--- config.mk ---
export PLATFORM = sky130hd
export DESIGN_NAME = lfo_phase_accumulator_resync
export DESIGN_NICKNAME = d
export VERILOG_FILES = /design/src/rtl/core/lfopa_pkg.sv /design/src/rtl/core/lfo_phase_accumulator_resync.sv /design/src/rtl/core/lfopa_phase_mem.sv /design/src/rtl/core/lfopa_wave_mem.sv /design/src/rtl/core/lfopa_update.sv
export SDC_FILE = /design/constraint.sdc
export NUM_CORES = 2
export LEC_CHECK = 0
export BUFFER_PORTS_ARGS = -buffer_cell sky130_fd_sc_hd__buf_2
export CORE_UTILIZATION = 55
export CTS_CLUSTER_SIZE = 28
export DETAILED_ROUTE_END_ITERATION = 8
export GPL_ROUTABILITY_DRIVEN = 1
export PLACE_DENSITY = 0.72
export SYNTH_ARGS = -nofsm -noshare
export SYNTH_HDL_FRONTEND = slang
export SYNTH_SLANG_ARGS = --single-unit
--- constraint.sdc ---
create_clock -name i_clk -period 28.7 [get_ports i_clk]
set_input_delay 2.87 -clock i_clk [delete_from_list [all_inputs] [get_ports i_clk]]
set_output_delay 2.87 -clock i_clk [all_outputs]
set_load 0.02 [all_outputs]
--- src/rtl/core/lfopa_pkg.sv ---
`default_nettype none

package lfopa_pkg;

    // default configuration
    localparam int CHANNELS_DEF   = 6;
    localparam int PHASE_BITS_DEF = 24;

    // fixed field formats
    localparam int RATIO_W    = 24;   // Q8.16
    localparam int RATIO_FRAC = 16;
    localparam int SUS_W      = 8;    // unsigned 0.8 fraction of the phase (1/256 units)

    // per-item control view of the accumulator being advanced
    typedef struct packed {
        logic is_ref;
        logic is_glo;
        logic is_ch;
        logic muted;
        logic gate;
        logic rs;
        logic start;
        logic note_mode;
        logic run_cur;
        logic pend_cur;
    } t_ctl;

    // flag updates and write strobes produced by the update logic
    typedef struct packed {
        logic run_next;
        logic pend_next;
        logic act;
        logic head;
        logic wr_phase;
        logic wr_wave;
    } t_res;

endpackage

`default_nettype wire

--- src/rtl/core/lfo_phase_accumulator_resync.sv ---
`default_nettype none

// Channel   Dir  Handshake                      Content
// s_axis    in   i_s_axis_tvalid/o_s_axis_tready  one accumulator step request
// m_axis    out  o_m_axis_tvalid/i_m_axis_tready  new phase of that accumulator
// cfg       in   i_cfg_we                          note_mode_mask write
//
// One item per cycle unless the output stalls; an item passes the update stage and
// the output register. The phase memory is read on the accept edge and written as
// the item leaves the update stage; a read of the entry being written is forwarded.
// Reset (synchronous, i_rst_n low) clears all phases by valid bits, flags directly.
// A stalled output holds the update stage; the input still takes one item
// while the output register is full and the update stage is empty.
module lfo_phase_accumulator_resync #(
    parameter int CHANNELS   = lfopa_pkg::CHANNELS_DEF,
    parameter int PHASE_BITS = lfopa_pkg::PHASE_BITS_DEF,
    parameter int CW         = $clog2(CHANNELS + 2),
    parameter int IDW        = ((2 * PHASE_BITS + lfopa_pkg::RATIO_W + 4
                                 + lfopa_pkg::SUS_W + 7) / 8) * 8,
    parameter int ODW        = ((2 * PHASE_BITS + 2 + 7) / 8) * 8
) (
    input  wire logic                i_clk,
    input  wire logic                i_rst_n,
    // slave side
    input  wire logic                i_s_axis_tvalid,
    output logic                     o_s_axis_tready,
    // tdata: increment, ratio, phase_offset, muted, gate_held, sustain_point,
    //        resync_request, note_start (zero padded)
    input  wire logic [IDW-1:0]      i_s_axis_tdata,
    // tuser: chan
    input  wire logic [CW-1:0]       i_s_axis_tuser,
    // master side
    output logic                     o_m_axis_tvalid,
    input  wire logic                i_m_axis_tready,
    // tdata: cycle_phase, wave_phase, note_active, head_reset (zero padded)
    output logic      [ODW-1:0]      o_m_axis_tdata,
    // tuser: chan_out
    output logic      [CW-1:0]       o_m_axis_tuser,
    // configuration
    input  wire logic                i_cfg_we,
    input  wire logic [CHANNELS-1:0] i_cfg_wdata
);

    localparam int RW      = lfopa_pkg::RATIO_W;
    localparam int SW      = lfopa_pkg::SUS_W;
    localparam int OFF_RAT = PHASE_BITS;
    localparam int OFF_OFS = PHASE_BITS + RW;
    localparam int OFF_MUT = 2 * PHASE_BITS + RW;
    localparam int OFF_GAT = OFF_MUT + 1;
    localparam int OFF_SUS = OFF_MUT + 2;
    localparam int OFF_RS  = OFF_SUS + SW;
    localparam int OFF_STA = OFF_RS + 1;
    localparam int WAW     = (CHANNELS > 1) ? $clog2(CHANNELS) : 1;
    localparam logic [CW-1:0] GLO_IDX = CW'(CHANNELS);
    localparam logic [CW-1:0] REF_IDX = CW'(CHANNELS + 1);

    // handshake
    logic s_acc;
    logic s1_adv;
    logic s1_fire;

    // configuration
    logic [CHANNELS-1:0] r_mask;

    // update stage
    logic                  r_s1_vld;
    logic [CW-1:0]         r_chan;
    logic [PHASE_BITS-1:0] r_inc;
    logic [RW-1:0]         r_ratio;
    logic [PHASE_BITS-1:0] r_offs;
    logic                  r_muted;
    logic                  r_gate;
    logic [SW-1:0]         r_sus;
    logic                  r_rs;
    logic                  r_start;

    // flags
    logic [CHANNELS-1:0]   r_running;
    logic [CHANNELS:0]     r_pending;
    logic [CHANNELS:0]     sel;

    // memory paths
    logic [CW-1:0]         parent_addr;
    logic [WAW-1:0]        wave_raddr;
    logic [WAW-1:0]        wave_waddr;
    logic [PHASE_BITS-1:0] own_rd;
    logic [PHASE_BITS-1:0] par_rd;
    logic [PHASE_BITS-1:0] wave_rd;

    lfopa_pkg::t_ctl       ctl;
    lfopa_pkg::t_res       res;
    logic [PHASE_BITS-1:0] cyc;
    logic [PHASE_BITS-1:0] wav;

    // output register
    logic                  r_o_vld;
    logic [CW-1:0]         r_o_chan;
    logic [PHASE_BITS-1:0] r_o_cyc;
    logic [PHASE_BITS-1:0] r_o_wav;
    logic                  r_o_act;
    logic                  r_o_head;

    // pipeline flow
    assign s1_adv          = !r_o_vld || i_m_axis_tready;
    assign s1_fire         = r_s1_vld && s1_adv;
    assign o_s_axis_tready = !r_s1_vld || s1_adv;
    assign s_acc           = i_s_axis_tvalid && o_s_axis_tready;

    // hold the mode mask
    always_ff @(posedge i_clk) begin
        if (!i_rst_n) begin
            r_mask <= '0;
        end else if (i_cfg_we) begin
            r_mask <= i_cfg_wdata;
        end
    end

    // parent of the global clock is the reference, of a channel the global clock
    assign parent_addr = (i_s_axis_tuser == GLO_IDX) ? REF_IDX : GLO_IDX;
    assign wave_raddr  = (i_s_axis_tuser < CW'(CHANNELS)) ? WAW'(i_s_axis_tuser) : '0;
    assign wave_waddr  = WAW'(r_chan);

    lfopa_phase_mem #(
        .DEPTH (CHANNELS + 2),
        .AW    (CW),
        .DW    (PHASE_BITS)
    ) u_phase_mem (
        .i_clk     (i_clk),
        .i_rst_n   (i_rst_n),
        .i_re      (s_acc),
        .i_raddr_a (i_s_axis_tuser),
        .i_raddr_b (parent_addr),
        .i_we      (s1_fire && res.wr_phase),
        .i_waddr   (r_chan),
        .i_wdata   (cyc),
        .o_rdata_a (own_rd),
        .o_rdata_b (par_rd)
    );

    lfopa_wave_mem #(
        .DEPTH (CHANNELS),
        .AW    (WAW),
        .DW    (PHASE_BITS)
    ) u_wave_mem (
        .i_clk   (i_clk),
        .i_rst_n (i_rst_n),
        .i_re    (s_acc),
        .i_raddr (wave_raddr),
        .i_we    (s1_fire && res.wr_wave),
        .i_waddr (wave_waddr),
        .i_wdata (wav),
        .o_rdata (wave_rd)
    );

    // capture the accepted transaction
    always_ff @(posedge i_clk) begin
        if (!i_rst_n) begin
            r_s1_vld <= 1'b0;
        end else if (o_s_axis_tready) begin
            r_s1_vld <= i_s_axis_tvalid;
        end
    end

    always_ff @(posedge i_clk) begin
        if (s_acc) begin
            r_chan  <= i_s_axis_tuser;
            r_inc   <= i_s_axis_tdata[0 +: PHASE_BITS];
            r_ratio <= i_s_axis_tdata[OFF_RAT +: RW];
            r_offs  <= i_s_axis_tdata[OFF_OFS +: PHASE_BITS];
            r_muted <= i_s_axis_tdata[OFF_MUT];
            r_gate  <= i_s_axis_tdata[OFF_GAT];
            r_sus   <= i_s_axis_tdata[OFF_SUS +: SW];
            r_rs    <= i_s_axis_tdata[OFF_RS];
            r_start <= i_s_axis_tdata[OFF_STA];
        end
    end

    // decode the accumulator in the update stage
    always_comb begin
        for (int k = 0; k <= CHANNELS; k++) begin
            sel[k] = (r_chan == CW'(k));
        end
    end

    always_comb begin
        ctl           = '0;
        ctl.is_ref    = (r_chan == REF_IDX);
        ctl.is_glo    = (r_chan == GLO_IDX);
        ctl.is_ch     = (r_chan < GLO_IDX);
        ctl.muted     = r_muted;
        ctl.gate      = r_gate;
        ctl.rs        = r_rs;
        ctl.start     = r_start;
        ctl.note_mode = |(r_mask & sel[CHANNELS-1:0]);
        ctl.run_cur   = |(r_running & sel[CHANNELS-1:0]);
        ctl.pend_cur  = |(r_pending & sel);
    end

    lfopa_update #(
        .PHASE_BITS (PHASE_BITS)
    ) u_update (
        .i_ctl      (ctl),
        .i_own      (own_rd),
        .i_parent   (par_rd),
        .i_wave_old (wave_rd),
        .i_inc      (r_inc),
        .i_ratio    (r_ratio),
        .i_offs     (r_offs),
        .i_sus      (r_sus),
        .o_res      (res),
        .o_cyc      (cyc),
        .o_wav      (wav)
    );

    // write back note and resync flags
    always_ff @(posedge i_clk) begin
        if (!i_rst_n) begin
            r_running <= '0;
            r_pending <= '0;
        end else if (s1_fire) begin
            for (int k = 0; k < CHANNELS; k++) begin
                if (sel[k]) begin
                    r_running[k] <= res.run_next;
                end
            end
            for (int k = 0; k <= CHANNELS; k++) begin
                if (sel[k]) begin
                    r_pending[k] <= res.pend_next;
                end
            end
        end
    end

    // output register
    always_ff @(posedge i_clk) begin
        if (!i_rst_n) begin
            r_o_vld <= 1'b0;
        end else if (s1_adv) begin
            r_o_vld <= r_s1_vld;
        end
    end

    always_ff @(posedge i_clk) begin
        if (s1_fire) begin
            r_o_chan <= r_chan;
            r_o_cyc  <= cyc;
            r_o_wav  <= wav;
            r_o_act  <= res.act;
            r_o_head <= res.head;
        end
    end

    assign o_m_axis_tvalid = r_o_vld;
    assign o_m_axis_tuser  = r_o_chan;
    assign o_m_axis_tdata  = ODW'({r_o_head, r_o_act, r_o_wav, r_o_cyc});

    // an accepted transaction occupies the update stage next cycle
    a_accept_fills: assert property (@(posedge i_clk) disable iff (!i_rst_n)
        s_acc |=> r_s1_vld)
        else $error("accepted transaction did not reach the update stage");

    // a stalled update stage keeps its memory read data
    a_stall_holds: assert property (@(posedge i_clk) disable iff (!i_rst_n)
        (r_s1_vld && !s1_adv) |=> ($stable(own_rd) && $stable(par_rd)))
        else $error("memory read data changed under a stall");

    // a head reset only comes from an idle note
    a_head_idle: assert property (@(posedge i_clk) disable iff (!i_rst_n)
        (r_o_vld && r_o_head) |-> !r_o_act)
        else $error("head reset reported on an active note");

    // clocks report no note and a wave phase equal to the cycle phase
    a_clock_out: assert property (@(posedge i_clk) disable iff (!i_rst_n)
        (r_o_vld && (r_o_chan == GLO_IDX || r_o_chan == REF_IDX))
            |-> (!r_o_act && !r_o_head && r_o_wav == r_o_cyc))
        else $error("clock result carries note fields");

endmodule

`default_nettype wire

--- src/rtl/core/lfopa_phase_mem.sv ---
`default_nettype none

// Phase memory: one write port, two registered read ports (own and parent).
// Reads that hit the entry written on the same edge take the new data.
module lfopa_phase_mem #(
    parameter int DEPTH = lfopa_pkg::CHANNELS_DEF + 2,
    parameter int AW    = $clog2(lfopa_pkg::CHANNELS_DEF + 2),
    parameter int DW    = lfopa_pkg::PHASE_BITS_DEF
) (
    input  wire logic          i_clk,
    input  wire logic          i_rst_n,
    input  wire logic          i_re,
    input  wire logic [AW-1:0] i_raddr_a,
    input  wire logic [AW-1:0] i_raddr_b,
    input  wire logic          i_we,
    input  wire logic [AW-1:0] i_waddr,
    input  wire logic [DW-1:0] i_wdata,
    output logic      [DW-1:0] o_rdata_a,
    output logic      [DW-1:0] o_rdata_b
);

    logic [DW-1:0]    mem [DEPTH];
    logic [DEPTH-1:0] r_vld;

    // write port
    always_ff @(posedge i_clk) begin
        if (i_we) begin
            mem[i_waddr] <= i_wdata;
        end
    end

    // valid bits: entries never written read as zero
    always_ff @(posedge i_clk) begin
        if (!i_rst_n) begin
            r_vld <= '0;
        end else if (i_we) begin
            r_vld[i_waddr] <= 1'b1;
        end
    end

    // read ports with same-edge forwarding
    always_ff @(posedge i_clk) begin
        if (i_re) begin
            if (i_we && i_waddr == i_raddr_a) begin
                o_rdata_a <= i_wdata;
            end else if (32'(i_raddr_a) < DEPTH && r_vld[i_raddr_a]) begin
                o_rdata_a <= mem[i_raddr_a];
            end else begin
                o_rdata_a <= '0;
            end
            if (i_we && i_waddr == i_raddr_b) begin
                o_rdata_b <= i_wdata;
            end else if (32'(i_raddr_b) < DEPTH && r_vld[i_raddr_b]) begin
                o_rdata_b <= mem[i_raddr_b];
            end else begin
                o_rdata_b <= '0;
            end
        end
    end

endmodule

`default_nettype wire

--- src/rtl/core/lfopa_wave_mem.sv ---
`default_nettype none

// Wave phase memory: one write port, one registered read port with forwarding.
module lfopa_wave_mem #(
    parameter int DEPTH = lfopa_pkg::CHANNELS_DEF,
    parameter int AW    = $clog2(lfopa_pkg::CHANNELS_DEF),
    parameter int DW    = lfopa_pkg::PHASE_BITS_DEF
) (
    input  wire logic          i_clk,
    input  wire logic          i_rst_n,
    input  wire logic          i_re,
    input  wire logic [AW-1:0] i_raddr,
    input  wire logic          i_we,
    input  wire logic [AW-1:0] i_waddr,
    input  wire logic [DW-1:0] i_wdata,
    output logic      [DW-1:0] o_rdata
);

    logic [DW-1:0]    mem [DEPTH];
    logic [DEPTH-1:0] r_vld;

    // write port
    always_ff @(posedge i_clk) begin
        if (i_we) begin
            mem[i_waddr] <= i_wdata;
        end
    end

    // valid bits: entries never written read as zero
    always_ff @(posedge i_clk) begin
        if (!i_rst_n) begin
            r_vld <= '0;
        end else if (i_we) begin
            r_vld[i_waddr] <= 1'b1;
        end
    end

    // read port with same-edge forwarding
    always_ff @(posedge i_clk) begin
        if (i_re) begin
            if (i_we && i_waddr == i_raddr) begin
                o_rdata <= i_wdata;
            end else if (32'(i_raddr) < DEPTH && r_vld[i_raddr]) begin
                o_rdata <= mem[i_raddr];
            end else begin
                o_rdata <= '0;
            end
        end
    end

endmodule

`default_nettype wire

--- src/rtl/core/lfopa_update.sv ---
`default_nettype none

// Next-phase logic for one accumulator: resync multiply-wrap, add modulo one,
// one-shot note handling and the wave phase offset.
module lfopa_update #(
    parameter int PHASE_BITS = lfopa_pkg::PHASE_BITS_DEF
) (
    input  wire lfopa_pkg::t_ctl                    i_ctl,
    input  wire logic [PHASE_BITS-1:0]              i_own,
    input  wire logic [PHASE_BITS-1:0]              i_parent,
    input  wire logic [PHASE_BITS-1:0]              i_wave_old,
    input  wire logic [PHASE_BITS-1:0]              i_inc,
    input  wire logic [lfopa_pkg::RATIO_W-1:0]      i_ratio,
    input  wire logic [PHASE_BITS-1:0]              i_offs,
    input  wire logic [lfopa_pkg::SUS_W-1:0]        i_sus,
    output lfopa_pkg::t_res                         o_res,
    output logic      [PHASE_BITS-1:0]              o_cyc,
    output logic      [PHASE_BITS-1:0]              o_wav
);

    localparam int PROD_W = PHASE_BITS + lfopa_pkg::RATIO_W;

    logic [PROD_W-1:0]     prod;
    logic [PHASE_BITS-1:0] rs_ph;
    logic [PHASE_BITS:0]   sum;
    logic [PHASE_BITS-1:0] add_ph;
    logic [PHASE_BITS-1:0] sus;
    logic [PHASE_BITS-1:0] ph;
    logic [PHASE_BITS-1:0] wv;
    logic                  pend_eff;
    logic                  run_eff;

    // resync: parent times Q8.16 ratio, drop the fraction, wrap modulo one
    assign prod  = PROD_W'(i_parent) * PROD_W'(i_ratio);
    assign rs_ph = prod[lfopa_pkg::RATIO_FRAC +: PHASE_BITS];

    // free step; the carry marks reaching one
    assign sum    = {1'b0, i_own} + {1'b0, i_inc};
    assign add_ph = sum[PHASE_BITS-1:0];
    assign sus    = {i_sus, {(PHASE_BITS - lfopa_pkg::SUS_W){1'b0}}};

    assign pend_eff = i_ctl.rs | i_ctl.pend_cur;
    assign run_eff  = i_ctl.start | i_ctl.run_cur;

    // select the new phase and flag updates
    always_comb begin
        o_res          = '0;
        o_res.run_next = run_eff;
        o_res.pend_next = pend_eff;
        ph             = '0;
        if (i_ctl.is_ref) begin
            ph             = add_ph;
            o_res.wr_phase = 1'b1;
        end else if (i_ctl.is_glo) begin
            ph              = pend_eff ? rs_ph : add_ph;
            o_res.pend_next = 1'b0;
            o_res.wr_phase  = 1'b1;
        end else if (i_ctl.is_ch) begin
            ph = i_own;
            if (!i_ctl.muted) begin
                o_res.wr_phase = 1'b1;
                o_res.wr_wave  = 1'b1;
                if (!i_ctl.note_mode) begin
                    o_res.pend_next = 1'b0;
                    ph = pend_eff ? rs_ph : add_ph;
                end else if (run_eff && sum[PHASE_BITS]) begin
                    // end of the one-shot: hold the phase
                    o_res.run_next = 1'b0;
                end else if (!run_eff) begin
                    // idle note: rewind and reset the wavetable head
                    o_res.head = 1'b1;
                    ph         = '0;
                end else if (i_ctl.gate && i_own <= sus && sum > {1'b0, sus}) begin
                    ph = sus;
                end else begin
                    ph = add_ph;
                end
            end
            o_res.act = o_res.run_next;
        end
    end

    // wave phase: offset for an advancing channel, held value when muted
    assign wv = ph + i_offs;

    always_comb begin
        o_cyc = ph;
        if (i_ctl.is_ch) begin
            o_wav = i_ctl.muted ? i_wave_old : wv;
        end else begin
            o_wav = ph;
        end
    end

endmodule

`default_nettype wire

==> impl_metrics.ini <==
[synth]
postSynthCellCount = 3735
ys_async_sr_fraction = 0
synthFlopType = edfxtp_1
synth_area_um2 = 43500
yosysWarnings = 0
yosysUniqueCellTypes = 89
synthTopCellsByArea = edfxtp_1 38%, fa_1 21%, ha_1 5.5%, inv_1 4.9%, and2_1 4.2%
syn_avg_cell_area_um2 = 11.7
ys_seq_area_frac = 0.394
synth_top_area_cell = edfxtp_1
synth_seq_cells = 583
synth_edf_count = 548
synth_top_area_share = 0.378

[routing]
wl_per_cell_um = 23.1
vias_per_cell = 5.88
firstDrtPassIters = 6
wirelength_um = 114000
num_vias = 28943
drc = 0
first_iter_violations = 2787
antenna_left = 0

[sta]
finalHoldViolCount = 0
rsz0062_at_grt = false
relSlewSlack = 0.238
maxSlewViolCount = 0
clock_skew_ns = 0.0922
layout_min_cycle_time_ns = 12.03
finalCritPeriodShare = 0.419
fmax_mhz = 83.2
worstMarginPinSlew_ns = 1.13
setup_viol = 0
tns_ns = 0

[worst_setup_path]
worst_ep_arrival_time_ns = 12.40
endpoint = u_wave_mem.mem[0][22]$_DFFE_PP_
cpMostUsedCell = fa_1
crit_slowest_cell = edfxtp_1
rr_worst_depth = 36
required_ns = 29.07
cpPeakStageDelay_ns = 1.08
worstReg2RegStart = r_ratio[3]$_DFFE_PP_
crit_start = r_ratio[3]$_DFFE_PP_
cp_num_buf_inv = 6
cp-end-kind = register
r2r_slack_ns = 16.67
reg2reg_to = u_wave_mem.mem[0][22]$_DFFE_PP_
worst-path-stages = 36
path_delay_family = adder cells
cp_max_fo = 24
worst-setup-path-type = register to register
crit_path_start_kind = register

[placement]
place.gp.congestion = 0.995
port_buffers = 152
dp_hpwl_um = 82800

[floorplan]
rows = 102
dieArea_um2 = 80300
core-area_um2 = 77800
dieHeight_um = 283
fp.dieW_um = 283
start_util = 0.559
ios = 163

[clock_network]
cts-root-buf = clkbuf_16
cts_tree = yes
cts_setup_buffers = 0
cts_sinks = 583
clockBufferDepth = 3
clock_latency_ns = 0.68
cts_made_buffers = 59
cts.repair.resized = 0
htreeDepth = 2
cts.clk_slew.worst_paths_ns = 0.07
hold_buffers = 0

[grt]
antenna_found_initial = 2
busiest_layer = met2
grt_pass1_vias = 29965
grt_first_pass_wirelength_um = 178000
grt_start_max_net_pins = 82
grt_overflow = 0
grt_util_all_layers = 0.290
grt_use_met3 = 0.0438
use_met1 = 0.399
use_met2 = 0.473

[outcome]
run_status = completed

[layout]
utilization = 0.609
regArea_um2 = 17200
fillers = 6237
drive_above_1_share = 0.116
areaGrowthSynthToFinish_pct = 8.88
final_cell_mix = 566 x inv_1, 548 x edfxtp_1, 457 x fa_1
final_common_cell = inv_1
multi_input_area_um2 = 23500
layout.nets = 4583

[flow_run]
max_cap_violations = 0

[hold_path]
worstHoldPathType = register to register
-- registers in the layout, summed over array words and instances, names as in the netlist, 7 cells and up --
name,flops
r_inc,24
u_phase_mem.mem,192
r_o_wav,24
u_wave_mem.mem,144
u_phase_mem.o_rdata_b,24
u_wave_mem.o_rdata,24
r_ratio,24
u_phase_mem.o_rdata_a,24
r_sus,8
r_offs,24
r_pending,7
u_phase_mem.r_vld,8
r_o_cyc,24
-- stage by stage --
| step | hold slack (ns) | std cells | instance area [um^2] | setup WS (ns) |
|---|---|---|---|---|
| finish | 0.431 | 4921 | 47400 | 16.67 |
| global route | 0.454 | 4920 | 47400 | 16.06 |
| CTS | 0.432 | 4919 | 47400 | 16.94 |
| detailed placement | 0.423 | 4809 | 45300 | 17.06 |
| global placement | 0.423 | 4809 | 45300 | 17.12 |
| floorplan | 0.410 | 3740 | 43600 | 19.23 |
-- Yosys cell counts (all sizes together), types with 16 or more instances --
| master | count |
|---|---|
| a211oi | 26 |
| a21o | 36 |
| a21oi | 97 |
| and2 | 295 |
| buf | 30 |
| clkbuf | 157 |
| dfxtp | 35 |
| edfxtp | 548 |
| fa | 457 |
| ha | 193 |
| inv | 567 |
| mux2 | 16 |
| mux2i | 123 |
| mux4 | 69 |
| nand2 | 372 |
| nand2b | 19 |
| nand3 | 21 |
| nor2 | 115 |
| nor2b | 31 |
| nor3 | 27 |
| o211ai | 18 |
| o21a | 36 |
| o21ai | 106 |
| o22ai | 40 |
| or3 | 16 |
| xnor2 | 52 |
| xor2 | 37 |
-- per-layer routing --
metal	wire, um	vias up
met5	14	-
met4	3730	2
met3	8340	209
met2	54700	1152
met1	47000	14835
li1	-	12745
-- worst register-to-register path, delay by kind of cell, from the launching register on --
family	cells	cell delay (ns)
adders and majority gates	9	4.31
AOI/OAI and AO/OA	13	3.71
and+or+nand+nor	7	1.42
DFF	1	1.08
buffers and inverters	6	0.78
xor gates and xnor gates	1	0.45
-- layout make-up --
type,count,area share
well taps,1040,0.0275
flip-flops and latches,583,0.362
inverters,570,0.0452
repair buffers,218,0.0267
multi-input cells,2399,0.495
clock inverters,44,0.0119
clock buffers,66,0.0317
diodes,1,0.0000528
-- cells by family (layout without fill, tap and decap cells) --
kind of cell	count (synthesis)	in the layout	share of synthesized area
XOR/XNOR	89	89	0.0179
buffers and inverters	758	898	0.0684
AO/OA/AOI/OAI	494	494	0.0763
other	1	7	0.0000861
AND/OR/NAND/NOR	952	952	0.109
adder cells (fa/ha/maj)	650	650	0.266
flip-flops	583	583	0.394
multiplexers	208	208	0.0683
-- how the worst min path moves through the flow --
stage,start,to,slack (ns),cells past startpoint
finish,r_pending[6]$_SDFFE_PN0P_,r_pending[6]$_SDFFE_PN0P_,0.43,2
global route,r_pending[6]$_SDFFE_PN0P_,r_pending[6]$_SDFFE_PN0P_,0.45,2
CTS,r_pending[6]$_SDFFE_PN0P_,r_pending[6]$_SDFFE_PN0P_,0.43,2
detailed placement,r_pending[6]$_SDFFE_PN0P_,r_pending[6]$_SDFFE_PN0P_,0.42,2
global placement,r_pending[6]$_SDFFE_PN0P_,r_pending[6]$_SDFFE_PN0P_,0.42,2
floorplan,r_pending[6]$_SDFFE_PN0P_,r_pending[6]$_SDFFE_PN0P_,0.41,2
Power is not shown: default switching activity piles up to over one toggle a cycle in this logic, so the estimate is an artifact.
